[src/hw/rtl/ccid_pkg.sv]
// Shared types, constants and the restoring-divide step for the cell index decoder.
// No dependencies; used by ccid_div and calorimeter_cell_index_decoder_top.
package ccid_pkg;

  localparam int CELL_W     = 20;
  localparam int CFG_W      = 7;
  localparam int CFG_IDX_W  = 3;
  localparam int DIV_W      = 20;
  localparam int DVS_W      = 9;
  localparam int DIV_STEPS  = 4;
  localparam int DIV_STAGES = DIV_W / DIV_STEPS;
  localparam int MID_STG    = DIV_STAGES;
  localparam int OUT_STG    = 2 * DIV_STAGES + 1;
  localparam int PIPE_DEPTH = OUT_STG + 1;

  typedef enum logic [CFG_IDX_W-1:0] {
    REG_SUPER_MODULES = 3'd0,
    REG_CRYSTAL_Z     = 3'd1,
    REG_SAMPLING_Z    = 3'd2,
    REG_CRYSTAL_PHI   = 3'd3,
    REG_SAMPLING_PHI  = 3'd4
  } cfg_reg_t;

  typedef enum logic [1:0] {
    CH_SAMP_LO = 2'd0,
    CH_CRYSTAL = 2'd1,
    CH_SAMP_HI = 2'd2
  } chamber_t;

  typedef struct packed {
    logic [CELL_W-1:0] cell_a;
    logic [CELL_W-1:0] cell_b;
  } req_t;

  typedef struct packed {
    logic [11:0] row_index;
    logic [7:0]  col_index;
    chamber_t    chamber_code;
    logic [11:0] sector_index;
    logic        crystal_flag;
    logic        edge_flag;
    logic        neighbour_flag;
  } rsp_t;

  typedef struct packed {
    logic [DVS_W-1:0] rem;
    logic [DIV_W-1:0] quo;
    logic [DVS_W-1:0] dvs;
  } div_state_t;

  // DIV_STEPS restoring steps; quo shifts the dividend out and the quotient in
  function automatic div_state_t div_steps(input div_state_t s);
    div_state_t r;
    logic [DVS_W:0] t;
    r = s;
    for (int i = 0; i < DIV_STEPS; i++) begin
      t = {r.rem, r.quo[DIV_W-1]};
      r.quo = {r.quo[DIV_W-2:0], 1'b0};
      if (t >= {1'b0, r.dvs}) begin
        r.rem = DVS_W'(t - {1'b0, r.dvs});
        r.quo[0] = 1'b1;
      end else begin
        r.rem = t[DVS_W-1:0];
      end
    end
    return r;
  endfunction

  function automatic chamber_t chamber_of(input logic [DVS_W-1:0] col,
                                          input logic [CFG_W-1:0] sz,
                                          input logic [DVS_W-1:0] band);
    chamber_t c;
    if (col < {2'b0, sz}) begin
      c = CH_SAMP_LO;
    end else if (col < band) begin
      c = CH_CRYSTAL;
    end else begin
      c = CH_SAMP_HI;
    end
    return c;
  endfunction

endpackage

[src/hw/rtl/ccid_div.sv]
// Pipelined restoring divider, DIV_STEPS quotient bits per stage.
// Depends on ccid_pkg; stage enables come from the owner's pipeline control.
module ccid_div (
  input  logic                                clk,
  input  logic [ccid_pkg::DIV_STAGES-1:0]     en,
  input  logic [ccid_pkg::DIV_W-1:0]          dividend,
  input  logic [ccid_pkg::DVS_W-1:0]          divisor,
  output ccid_pkg::div_state_t                res
);

  ccid_pkg::div_state_t st [ccid_pkg::DIV_STAGES];
  ccid_pkg::div_state_t seed;

  assign seed = '{rem: '0, quo: dividend, dvs: divisor};

  always_ff @(posedge clk) begin
    if (en[0]) begin
      st[0] <= ccid_pkg::div_steps(seed);
    end
    for (int k = 1; k < ccid_pkg::DIV_STAGES; k++) begin
      if (en[k]) begin
        st[k] <= ccid_pkg::div_steps(st[k-1]);
      end
    end
  end

  assign res = st[ccid_pkg::DIV_STAGES-1];

endmodule

[src/hw/rtl/calorimeter_cell_index_decoder_top.sv]
// Calorimeter cell index decoder: top level, pipeline control and config registers.
// Depends on ccid_pkg and ccid_div.
//
// Usage:
//   req channel (req_valid/req_ready/req_data) carries a pair of cell numbers.
//   rsp channel (rsp_valid/rsp_ready/rsp_data) returns row, column, chamber,
//   sector, crystal/edge flags of cell_a and the neighbour flag of the pair.
//   cfg channel (cfg_valid/cfg_ready/cfg_index/cfg_data) writes the five
//   geometry registers; cfg_ready is always high, unknown indexes are dropped.
//   Write config only with the pipeline empty.
// Timing:
//   12-stage pipeline: five divide stages for id / columns, one chamber stage,
//   five divide stages for row / phi, one output register. One request per
//   cycle is sustained while rsp_ready stays high.
// Reset:
//   rst clears all stage valid bits and loads super_modules 32, crystal_z 8,
//   sampling_z 16, crystal_phi 4, sampling_phi 4.
// Stall:
//   each stage holds while the stage ahead is full and blocked; empty stages
//   keep filling, so req_ready drops only once all 12 stages are occupied.
module calorimeter_cell_index_decoder_top (
  input  logic                              clk,
  input  logic                              rst,
  input  logic                              req_valid,
  output logic                              req_ready,
  input  ccid_pkg::req_t                    req_data,
  output logic                              rsp_valid,
  input  logic                              rsp_ready,
  output ccid_pkg::rsp_t                    rsp_data,
  input  logic                              cfg_valid,
  output logic                              cfg_ready,
  input  logic [ccid_pkg::CFG_IDX_W-1:0]    cfg_index,
  input  logic [ccid_pkg::CFG_W-1:0]        cfg_data
);

  typedef struct packed {
    logic [ccid_pkg::DIV_W-1:0] row_a;
    logic [ccid_pkg::DIV_W-1:0] row_b;
    logic [ccid_pkg::DVS_W-1:0] col_a;
    ccid_pkg::chamber_t         chamber_a;
    ccid_pkg::chamber_t         chamber_b;
    logic                       edge_col;
    logic                       near_rc;
    logic [ccid_pkg::CFG_W-1:0] phi_a;
    logic [ccid_pkg::CFG_W-1:0] phi_b;
  } mid_t;

  typedef struct packed {
    logic [ccid_pkg::DIV_W-1:0] row_a;
    logic [ccid_pkg::DVS_W-1:0] col_a;
    ccid_pkg::chamber_t         chamber_a;
    ccid_pkg::chamber_t         chamber_b;
    logic                       edge_col;
    logic                       near_rc;
  } side_t;

  logic [ccid_pkg::CFG_W-1:0] super_modules;
  logic [ccid_pkg::CFG_W-1:0] crystal_z;
  logic [ccid_pkg::CFG_W-1:0] sampling_z;
  logic [ccid_pkg::CFG_W-1:0] crystal_phi;
  logic [ccid_pkg::CFG_W-1:0] sampling_phi;

  logic [ccid_pkg::PIPE_DEPTH-1:0] v;
  logic [ccid_pkg::PIPE_DEPTH-1:0] en;

  logic [ccid_pkg::CFG_W:0]   zsum;
  logic [ccid_pkg::DVS_W-1:0] cols;
  logic [ccid_pkg::DVS_W-1:0] band;
  logic                       zero_cols;

  ccid_pkg::div_state_t l1_a, l1_b, l2_a, l2_b;

  mid_t  mid, mid_next;
  side_t side [ccid_pkg::DIV_STAGES];
  side_t fin;
  ccid_pkg::rsp_t rsp_next;

  logic [ccid_pkg::DVS_W:0]   c10;
  logic [ccid_pkg::CFG_W-1:0] phi;
  logic                       phi_nz;
  logic                       ok0, ok1, edge_row, sec_eq;

  // ---------------- config registers ----------------
  assign cfg_ready = 1'b1;

  always_ff @(posedge clk) begin
    if (rst) begin
      super_modules <= 7'd32;
      crystal_z     <= 7'd8;
      sampling_z    <= 7'd16;
      crystal_phi   <= 7'd4;
      sampling_phi  <= 7'd4;
    end else if (cfg_valid && cfg_ready) begin
      unique case (cfg_index)
        ccid_pkg::REG_SUPER_MODULES: super_modules <= cfg_data;
        ccid_pkg::REG_CRYSTAL_Z:     crystal_z     <= cfg_data;
        ccid_pkg::REG_SAMPLING_Z:    sampling_z    <= cfg_data;
        ccid_pkg::REG_CRYSTAL_PHI:   crystal_phi   <= cfg_data;
        ccid_pkg::REG_SAMPLING_PHI:  sampling_phi  <= cfg_data;
        default: ;
      endcase
    end
  end

  assign zsum      = {1'b0, sampling_z} + {1'b0, crystal_z};
  assign cols      = {zsum, 1'b0};
  assign band      = {2'b0, sampling_z} + {1'b0, crystal_z, 1'b0};
  assign zero_cols = (cols == '0);

  // ---------------- pipeline control ----------------
  always_comb begin
    en[ccid_pkg::OUT_STG] = !v[ccid_pkg::OUT_STG] || rsp_ready;
    for (int i = ccid_pkg::OUT_STG - 1; i >= 0; i--) begin
      en[i] = !v[i] || en[i+1];
    end
  end

  assign req_ready = en[0];

  always_ff @(posedge clk) begin
    if (rst) begin
      v <= '0;
    end else begin
      if (en[0]) begin
        v[0] <= req_valid;
      end
      for (int i = 1; i < ccid_pkg::PIPE_DEPTH; i++) begin
        if (en[i]) begin
          v[i] <= v[i-1];
        end
      end
    end
  end

  // ---------------- id / columns ----------------
  ccid_div u_div_row_a (
    .clk      (clk),
    .en       (en[ccid_pkg::DIV_STAGES-1:0]),
    .dividend (req_data.cell_a),
    .divisor  (cols),
    .res      (l1_a)
  );

  ccid_div u_div_row_b (
    .clk      (clk),
    .en       (en[ccid_pkg::DIV_STAGES-1:0]),
    .dividend (req_data.cell_b),
    .divisor  (cols),
    .res      (l1_b)
  );

  // ---------------- chamber stage ----------------
  always_comb begin
    mid_next.row_a = zero_cols ? '0 : l1_a.quo;
    mid_next.row_b = zero_cols ? '0 : l1_b.quo;
    mid_next.col_a = zero_cols ? '0 : l1_a.rem;
    mid_next.chamber_a = ccid_pkg::chamber_of(mid_next.col_a, sampling_z, band);
    mid_next.chamber_b = ccid_pkg::chamber_of(zero_cols ? '0 : l1_b.rem, sampling_z, band);
    mid_next.phi_a = (mid_next.chamber_a == ccid_pkg::CH_CRYSTAL) ? crystal_phi : sampling_phi;
    mid_next.phi_b = (mid_next.chamber_b == ccid_pkg::CH_CRYSTAL) ? crystal_phi : sampling_phi;
    c10 = {1'b0, mid_next.col_a};
    mid_next.edge_col = (c10 == '0) ||
                        (c10 == {3'b0, sampling_z}) ||
                        (c10 == {3'b0, sampling_z} - 10'd1) ||
                        (c10 == {1'b0, band}) ||
                        (c10 == {1'b0, band} - 10'd1) ||
                        (c10 == {1'b0, cols} - 10'd1);
    mid_next.near_rc =
      ((mid_next.row_a == mid_next.row_b) ||
       ({1'b0, mid_next.row_a} == {1'b0, mid_next.row_b} + 21'd1) ||
       ({1'b0, mid_next.row_b} == {1'b0, mid_next.row_a} + 21'd1)) &&
      ((l1_a.rem == l1_b.rem) || zero_cols ||
       ({1'b0, l1_a.rem} == {1'b0, l1_b.rem} + 10'd1) ||
       ({1'b0, l1_b.rem} == {1'b0, l1_a.rem} + 10'd1));
  end

  always_ff @(posedge clk) begin
    if (en[ccid_pkg::MID_STG]) begin
      mid <= mid_next;
    end
  end

  // ---------------- row / phi ----------------
  ccid_div u_div_sec_a (
    .clk      (clk),
    .en       (en[ccid_pkg::OUT_STG-1:ccid_pkg::MID_STG+1]),
    .dividend (mid.row_a),
    .divisor  ({2'b0, mid.phi_a}),
    .res      (l2_a)
  );

  ccid_div u_div_sec_b (
    .clk      (clk),
    .en       (en[ccid_pkg::OUT_STG-1:ccid_pkg::MID_STG+1]),
    .dividend (mid.row_b),
    .divisor  ({2'b0, mid.phi_b}),
    .res      (l2_b)
  );

  always_ff @(posedge clk) begin
    if (en[ccid_pkg::MID_STG+1]) begin
      side[0] <= '{row_a: mid.row_a, col_a: mid.col_a, chamber_a: mid.chamber_a,
                   chamber_b: mid.chamber_b, edge_col: mid.edge_col,
                   near_rc: mid.near_rc};
    end
    for (int k = 1; k < ccid_pkg::DIV_STAGES; k++) begin
      if (en[ccid_pkg::MID_STG+1+k]) begin
        side[k] <= side[k-1];
      end
    end
  end

  // ---------------- output stage ----------------
  assign fin = side[ccid_pkg::DIV_STAGES-1];

  always_comb begin
    phi    = l2_a.dvs[ccid_pkg::CFG_W-1:0];
    phi_nz = (phi != '0);
    ok0    = l2_a.quo <= {13'b0, super_modules};
    ok1    = ({1'b0, l2_a.quo} + 21'd1) <= {14'b0, super_modules};
    // row = m*phi or m*phi-1 with m in 0..super_modules
    edge_row = (fin.row_a == '0) ||
               (phi_nz && (((l2_a.rem == '0) && ok0) ||
                           ((l2_a.rem == {2'b0, phi} - 9'd1) && ok1)));
    // equal chambers imply equal phi, so a zero phi gives equal sectors
    sec_eq = !phi_nz || (l2_a.quo == l2_b.quo);
    rsp_next.row_index      = fin.row_a[11:0];
    rsp_next.col_index      = fin.col_a[7:0];
    rsp_next.chamber_code   = fin.chamber_a;
    rsp_next.sector_index   = phi_nz ? l2_a.quo[11:0] : 12'd0;
    rsp_next.crystal_flag   = (fin.chamber_a == ccid_pkg::CH_CRYSTAL);
    rsp_next.edge_flag      = fin.edge_col || edge_row;
    rsp_next.neighbour_flag = fin.near_rc && (fin.chamber_a == fin.chamber_b) && sec_eq;
  end

  always_ff @(posedge clk) begin
    if (en[ccid_pkg::OUT_STG]) begin
      rsp_data <= rsp_next;
    end
  end

  assign rsp_valid = v[ccid_pkg::OUT_STG];

  // ---------------- assertions ----------------
  a_l1_rem: assert property (@(posedge clk) disable iff (rst)
    v[ccid_pkg::DIV_STAGES-1] && !zero_cols |-> (l1_a.rem < cols) && (l1_b.rem < cols))
    else $error("column divider remainder out of range");

  a_l2_rem: assert property (@(posedge clk) disable iff (rst)
    v[ccid_pkg::OUT_STG-1] && (l2_a.dvs != '0) |-> (l2_a.rem < l2_a.dvs))
    else $error("sector divider remainder out of range");

  a_full_stall: assert property (@(posedge clk) disable iff (rst)
    !req_ready |-> (&v))
    else $error("request blocked while a stage is empty");

  a_stall_keep: assert property (@(posedge clk) disable iff (rst)
    v[ccid_pkg::OUT_STG] && !rsp_ready && v[ccid_pkg::OUT_STG-1] |=> v[ccid_pkg::OUT_STG-1])
    else $error("item dropped behind stalled output");

endmodule

[config.mk]
export PLATFORM = sky130hd
export DESIGN_NAME = calorimeter_cell_index_decoder_top
export DESIGN_NICKNAME = d
export VERILOG_FILES = /design/src/hw/rtl/ccid_pkg.sv /design/src/hw/rtl/ccid_div.sv /design/src/hw/rtl/calorimeter_cell_index_decoder_top.sv
export SDC_FILE = /design/constraint.sdc
export NUM_CORES = 2
export LEC_CHECK = 0
export ABC_CLOCK_PERIOD_IN_PS = 18400
export BUFFER_PORTS_ARGS = -buffer_cell sky130_fd_sc_hd__buf_2
export CAP_MARGIN = 25
export CORE_ASPECT_RATIO = 0.9
export CORE_MARGIN = 2
export CORE_UTILIZATION = 54
export CTS_BUF_LIST = sky130_fd_sc_hd__clkbuf_2
export DETAILED_ROUTE_END_ITERATION = 12
export GPL_TIMING_DRIVEN = 0
export PLACE_DENSITY_LB_ADDON = 0.25
export SLEW_MARGIN = 25
export SYNTH_ARGS = -nofsm -noshare
export SYNTH_HDL_FRONTEND = slang
export SYNTH_SLANG_ARGS = --single-unit
[constraint.sdc]
create_clock -name clk -period 18.4 [get_ports clk]
set_clock_uncertainty 0.1 [all_clocks]
set_input_delay 1.84 -clock clk [delete_from_list [all_inputs] [get_ports clk]]
set_output_delay 1.84 -clock clk [all_outputs]
set_load 0.01 [all_outputs]
=== After elaboration in Yosys (flattened, before gate mapping) ===
Memories as Yosys holds them, arrays and structs flattened.
Index checks and enable logic that the tools add are counted.

* Input port bits: 55
* Output and inout port bits: 40
* Logic and storage cells: 642
* Memory bits (writable): 935
* Memories kept: 5
* Bits in registers: 153

{| class="wikitable"
|+ Memory list
! name !! depth !! width !! rd ports !! clocked after memory_dff !! write ports !! line !! text
|-
| u_div_row_a.st || 5 || 38 || 5 || 0 || 5 || ccid_div.sv:11 || <nowiki>ccid_pkg::div_state_t st [ccid_pkg::DIV_STAGES];</nowiki>
|-
| u_div_row_b.st || 5 || 38 || 5 || 0 || 5 || ccid_div.sv:11 ||
|-
| u_div_sec_a.st || 5 || 38 || 5 || 0 || 5 || ccid_div.sv:11 ||
|-
| u_div_sec_b.st || 5 || 38 || 5 || 0 || 5 || ccid_div.sv:11 ||
|-
| side || 5 || 35 || 5 || 0 || 5 || calorimeter_cell_index_decoder_top.sv:74 || <nowiki>side_t side [ccid_pkg::DIV_STAGES];</nowiki>
|}

* Multiplexer cells: 350
* Reductions and logical operators: 56
* Equality and inequality tests: 21
* Order comparisons: 86
* Add/sub/neg operators: 91

{| class="wikitable"
|+ Operators with widths
! operator !! count
|-
| 2-to-1 mux 9 bit || 162
|-
| >= comparator 10 x 9 -> 1 bit || 70
|-
| subtractor 9 bit || 70
|-
| 2-to-1 mux 1 bit || 180
|-
| adder 20 x 1 -> 21 bit (second input constant) || 3
|-
| >= comparator 10 x 7 -> 1 bit || 6
|-
| subtractor 9 x 7 -> 9 bit || 6
|-
| == test 9 x 10 -> 1 bit || 5
|-
| == test 20 x 21 -> 1 bit || 2
|-
| == test 20 bit || 2
|-
| 2-to-1 mux 20 bit || 2
|-
| == test 9 bit || 3
|-
| logical NOT 9 bit || 3
|-
| logical OR 1 bit || 26
|-
| less-or-equal comparator 21 x 7 -> 1 bit || 1
|-
| adder 9 x 1 -> 10 bit (second input constant) || 2
|-
| less-or-equal comparator 20 x 7 -> 1 bit || 1
|-
| logical NOT 20 bit || 1
|-
| subtractor 9 x 1 -> 10 bit (second input constant) || 2
|-
| >= comparator 1 x 9 -> 1 bit || 2
|-
| less-than comparator 9 x 7 -> 1 bit || 2
|-
| less-than comparator 9 bit || 2
|-
| subtractor 1 x 9 -> 9 bit || 2
|-
| subtractor 1 x 7 -> 8 bit || 2
|-
| 17 further kinds || 47
|}

=== Depth between registers and ports, before layout ===
* Depth in word-level cells: 23
* Gate-level depth with buffers: 49

=== Hierarchy ===
Synthesis repeated with hierarchy kept, for this count alone.

* Cell total of the unflattened synthesis: 7078
* Area total of the unflattened synthesis: 76363.2 um^2

{| class="wikitable"
|+ By module, submodules not included
! module !! seq. area each (um^2) !! times used !! cells an instance !! area each (um^2)
|-
| calorimeter_cell_index_decoder_top || 9198.8 || 1 || 1335 || 15932.8
|-
| ccid_div (u_div_sec_a) || 5705.5 || 1 || 1440 || 15249.6
|-
| ccid_div (u_div_row_b) || 5705.5 || 1 || 1418 || 15198.3
|-
| ccid_div (u_div_sec_b) || 5705.5 || 1 || 1452 || 15021.9
|-
| ccid_div (u_div_row_a) || 5705.5 || 1 || 1433 || 14960.6
|}

=== Worst setup path after synthesis ===
Ideal clock, no wire load.

* Path kind: input to output
* From: in rsp_ready
* To: out req_ready
* Setup slack: 7.475 ns
* Required time: 16.460 ns
* Stages: 7
* Arrival: 8.985 ns
* Path through: nor2b_1 -> inv_1 -> nor2_1 -> nand3_1 -> nor2_1 -> nand4_1 -> or2_2

* Longest elaborated chain between the ends: 12

{| class="wikitable"
|+ RTL lines
! item !! line !! text
|-
| start, declared || calorimeter_cell_index_decoder_top.sv:28 || <nowiki>input logic rsp_ready,</nowiki>
|-
| logical OR 1 bit || calorimeter_cell_index_decoder_top.sv:112 || <nowiki>en[ccid_pkg::OUT_STG] = !v[ccid_pkg::OUT_STG] || rsp_ready;</nowiki>
|-
| named net en, one bit || calorimeter_cell_index_decoder_top.sv:64 || <nowiki>logic [ccid_pkg::PIPE_DEPTH-1:0] en;</nowiki>
|-
| logical OR 1 bit (6 in series) || calorimeter_cell_index_decoder_top.sv:114 || <nowiki>en[i] = !v[i] || en[i+1];</nowiki>
|-
| named net en, one bit || calorimeter_cell_index_decoder_top.sv:64 ||
|-
| logical OR 1 bit (4 in series) || calorimeter_cell_index_decoder_top.sv:114 ||
|-
| named net en, one bit || calorimeter_cell_index_decoder_top.sv:64 ||
|-
| logical OR 1 bit || calorimeter_cell_index_decoder_top.sv:114 ||
|-
| end, declared || calorimeter_cell_index_decoder_top.sv:25 || <nowiki>output logic req_ready,</nowiki>
|}

The timed path passes the listed nets, and every way through them passes these cells.

==> impl_metrics.tcl <==
set metrics [dict create \
    nets 7208 \
    synthTopCellsByCount "901 x edfxtp_1, 638 x ha_1, 496 x inv_1" \
    finalCritPeriodShare 0.634 \
    holdPathEnd "u_div_row_b.st[0][51]" \
    min_from "u_div_row_b.st[0][9]" \
    cts_resized 0 \
    area_growth_pct 7.87 \
    async_reset_ff_frac 0 \
    die_width_um 370 \
    fmax_mhz 85.7 \
    drive_above_1_share 0.121 \
    ys_types 105 \
    reg2reg_slack_ns 6.73 \
    synth_area_leaders "edfxtp_1 42%, ha_1 12%, xnor2_1 4.9%, mux2_2 4.1%, a21oi_1 3.6%" \
    cp-start-kind "flop" \
    synth_top_area_share 0.415 \
    endpoint_kind "flop" \
    htreeDepth 4 \
    worstHoldPathCells 0 \
    setup_viol 0 \
    syn_area_mm2 0.0651 \
    wirelength_um 148000 \
    synth_seq_area_share 0.430 \
    clock_path_buffers 3 \
    initial_utilization 0.546 \
    hold_viol 0 \
    maxSlewHeadroom 0.261 \
    crit_slowest_cell "a2111oi_0" \
    ant_nets 0 \
    globalRouteTotalUtil 0.241 \
    via_per_inst 5.70 \
    postCtsSetupBuffers 0 \
    seq_area_mm2 0.0280 \
    rr_endpoint "u_div_sec_a.st[0][73]" \
    place.gp.congestion 0.919 \
    initialDrtViolationCount 3179 \
    root_buffer "clkbuf_2" \
    cts_tree "yes" \
    yosysWarnings 0 \
    postCtsHoldBufs 0 \
    yosysMostFrequentCell "edfxtp_1" \
    worstPathMaxFanout 10 \
    hold_slack_ns 0.231 \
    drt-pass1-iter-count 6 \
    antenna_found_initial 6 \
    rsz0062_at_grt "no" \
    slew_viol_final 0 \
    reg2reg_depth 45 \
    clk_pin_slew_ns 0.11 \
    num_vias 46900 \
    setup_tns_ns 0 \
    fp.dieH_um 333 \
    clock_latency_ns 1.67 \
    criticalPathCategory "reg2reg" \
    tightest_slew_ns 1.11 \
    cts_buffers 231 \
    num_io_pins 95 \
    reg2reg_from "u_div_sec_a.st[0][5]" \
    cts.sinks 948 \
    rows 120 \
    portBuffers 92 \
    cp_slowest_stage_delay_ns 0.58 \
    ys_seq_elements 948 \
    grt_overflow_total 0 \
    hpwl_um 114000 \
    synth_edf_count 901 \
    multi_input_area_mm2 0.0349 \
    fillers 10100 \
    grt_first_pass_wirelength_um 239000 \
    min_path_type "reg2reg" \
    die_area_mm2 0.123 \
    fin_crit_ns 11.67 \
    worstPathRequired_ns 19.67 \
    avgRoutedWirePerCell_um 18.1 \
    synth_top_cell_by_area "edfxtp_1" \
    grt_pass1_vias 46100 \
    synth_flop_cell "edfxtp_1" \
    core_area_mm2 0.119 \
    drv_cap 0 \
    status "complete, no violations" \
    syn_avg_cell_area_um2 10.7 \
    synth_nets 6866 \
    syn_inst 6096 \
    drc_errors 0 \
    cp_common_cell "a21oi_1" \
    crit_arrival_ns 12.94 \
    grt_max_degree 76 \
]
[worst max path at each step]
stage / startpoint / endpoint / slack [ns] / cells after the start
6_report: u_div_sec_a.st[0][5] / u_div_sec_a.st[0][73] / 6.73 / 45
5_1_grt: side[0][30] / u_div_sec_a.st[0][70] / 5.60 / 48
4_1_cts: u_div_sec_a.st[0][5] / u_div_sec_a.st[0][73] / 6.83 / 45
3_5_place_dp: side[0][30] / u_div_sec_a.st[0][72] / 6.87 / 47
3_3_place_gp: rsp_ready / req_ready / 3.16 / 9
2_1_floorplan: rsp_ready / req_ready / 7.48 / 7
[sequential cells by signal, summed over array words and instances, names as in the netlist]
signal,flops
u_div_sec_b.st,164
u_div_row_b.st,161
crystal_phi,7
v,12
side,170
sampling_phi,7
sampling_z,7
u_div_row_a.st,161
u_div_sec_a.st,140
rsp_data,37
crystal_z,7
mid,68
super_modules,7
[cell families after synthesis]
kind of cell    after synthesis  share of synthesized area
compound gates             1422                      0.140
mux                         338                     0.0566
fa+ha+maj                   715                      0.146
buf+inv                     617                     0.0363
simple gates               1566                      0.125
xor+xnor                    489                     0.0660
flops                       948                      0.430
other cells                   1                  0.0000576
[routing by layer]
metal  GRT usage  part of all wire  vias to the layer above
met2       0.407              0.48                     1080
met5           0                 0                        -
met3      0.0318             0.043                      238
met4      0.0801             0.024                        0
li1            -                 -                    23400
met1       0.318              0.45                    22200
[critical path, delay by kind of cell (launching register included)]
| family | cells | cell delay [ns] |
|---|---|---|
| buf+inv | 8 | 1.87 |
| compound gates | 23 | 5.10 |
| fa+ha+maj | 4 | 1.60 |
| simple gates | 8 | 1.58 |
| mux | 2 | 0.72 |
| flops | 1 | 0.43 |
[cells in the final DEF (no fill, tap or decap), types with 53 or more instances in the layout]
master and count:
a21o_1 285, a21oi_1 471, and2_1 90, buf_2 109, clkbuf_1 93, clkbuf_2 311, clkinv_1 53, edfxtp_1 901
fa_1 77, ha_1 638, inv_1 492, mux2_2 236, mux2i_1 94, nand2_1 286, nand2b_1 79, nand3_1 108
nand4_1 133, nor2_1 388, nor2b_1 141, nor3_1 116, o21ai_0 248, o21bai_1 67, xnor2_1 361, xor2_1 126
[metrics by stage]
stage	cells	utilization	instance area, um2	setup slack [ns]
global route	8213	0.588	70200	5.60
global placement	7774	0.566	67600	3.16
detailed placement	7791	0.570	68000	6.87
CTS	8206	0.588	70200	6.83
floorplan	6096	-	65100	7.48
finish	8218	0.589	70200	6.73
[cell type report]
cell class	instances	share of cell area
repair buffers	109	0.0117
diodes	12	0.000427
clock buffers	311	0.0222
clock inverters	104	0.00896
multi-input cells	4531	0.496
flip-flops and latches	948	0.399
inverters	500	0.0269
plain buffers	117	0.00693
well taps	1586	0.0282
Power is left out: the tool's default activity adds up to more than one toggle a clock period on the data nets, which glitch-free logic cannot reach.
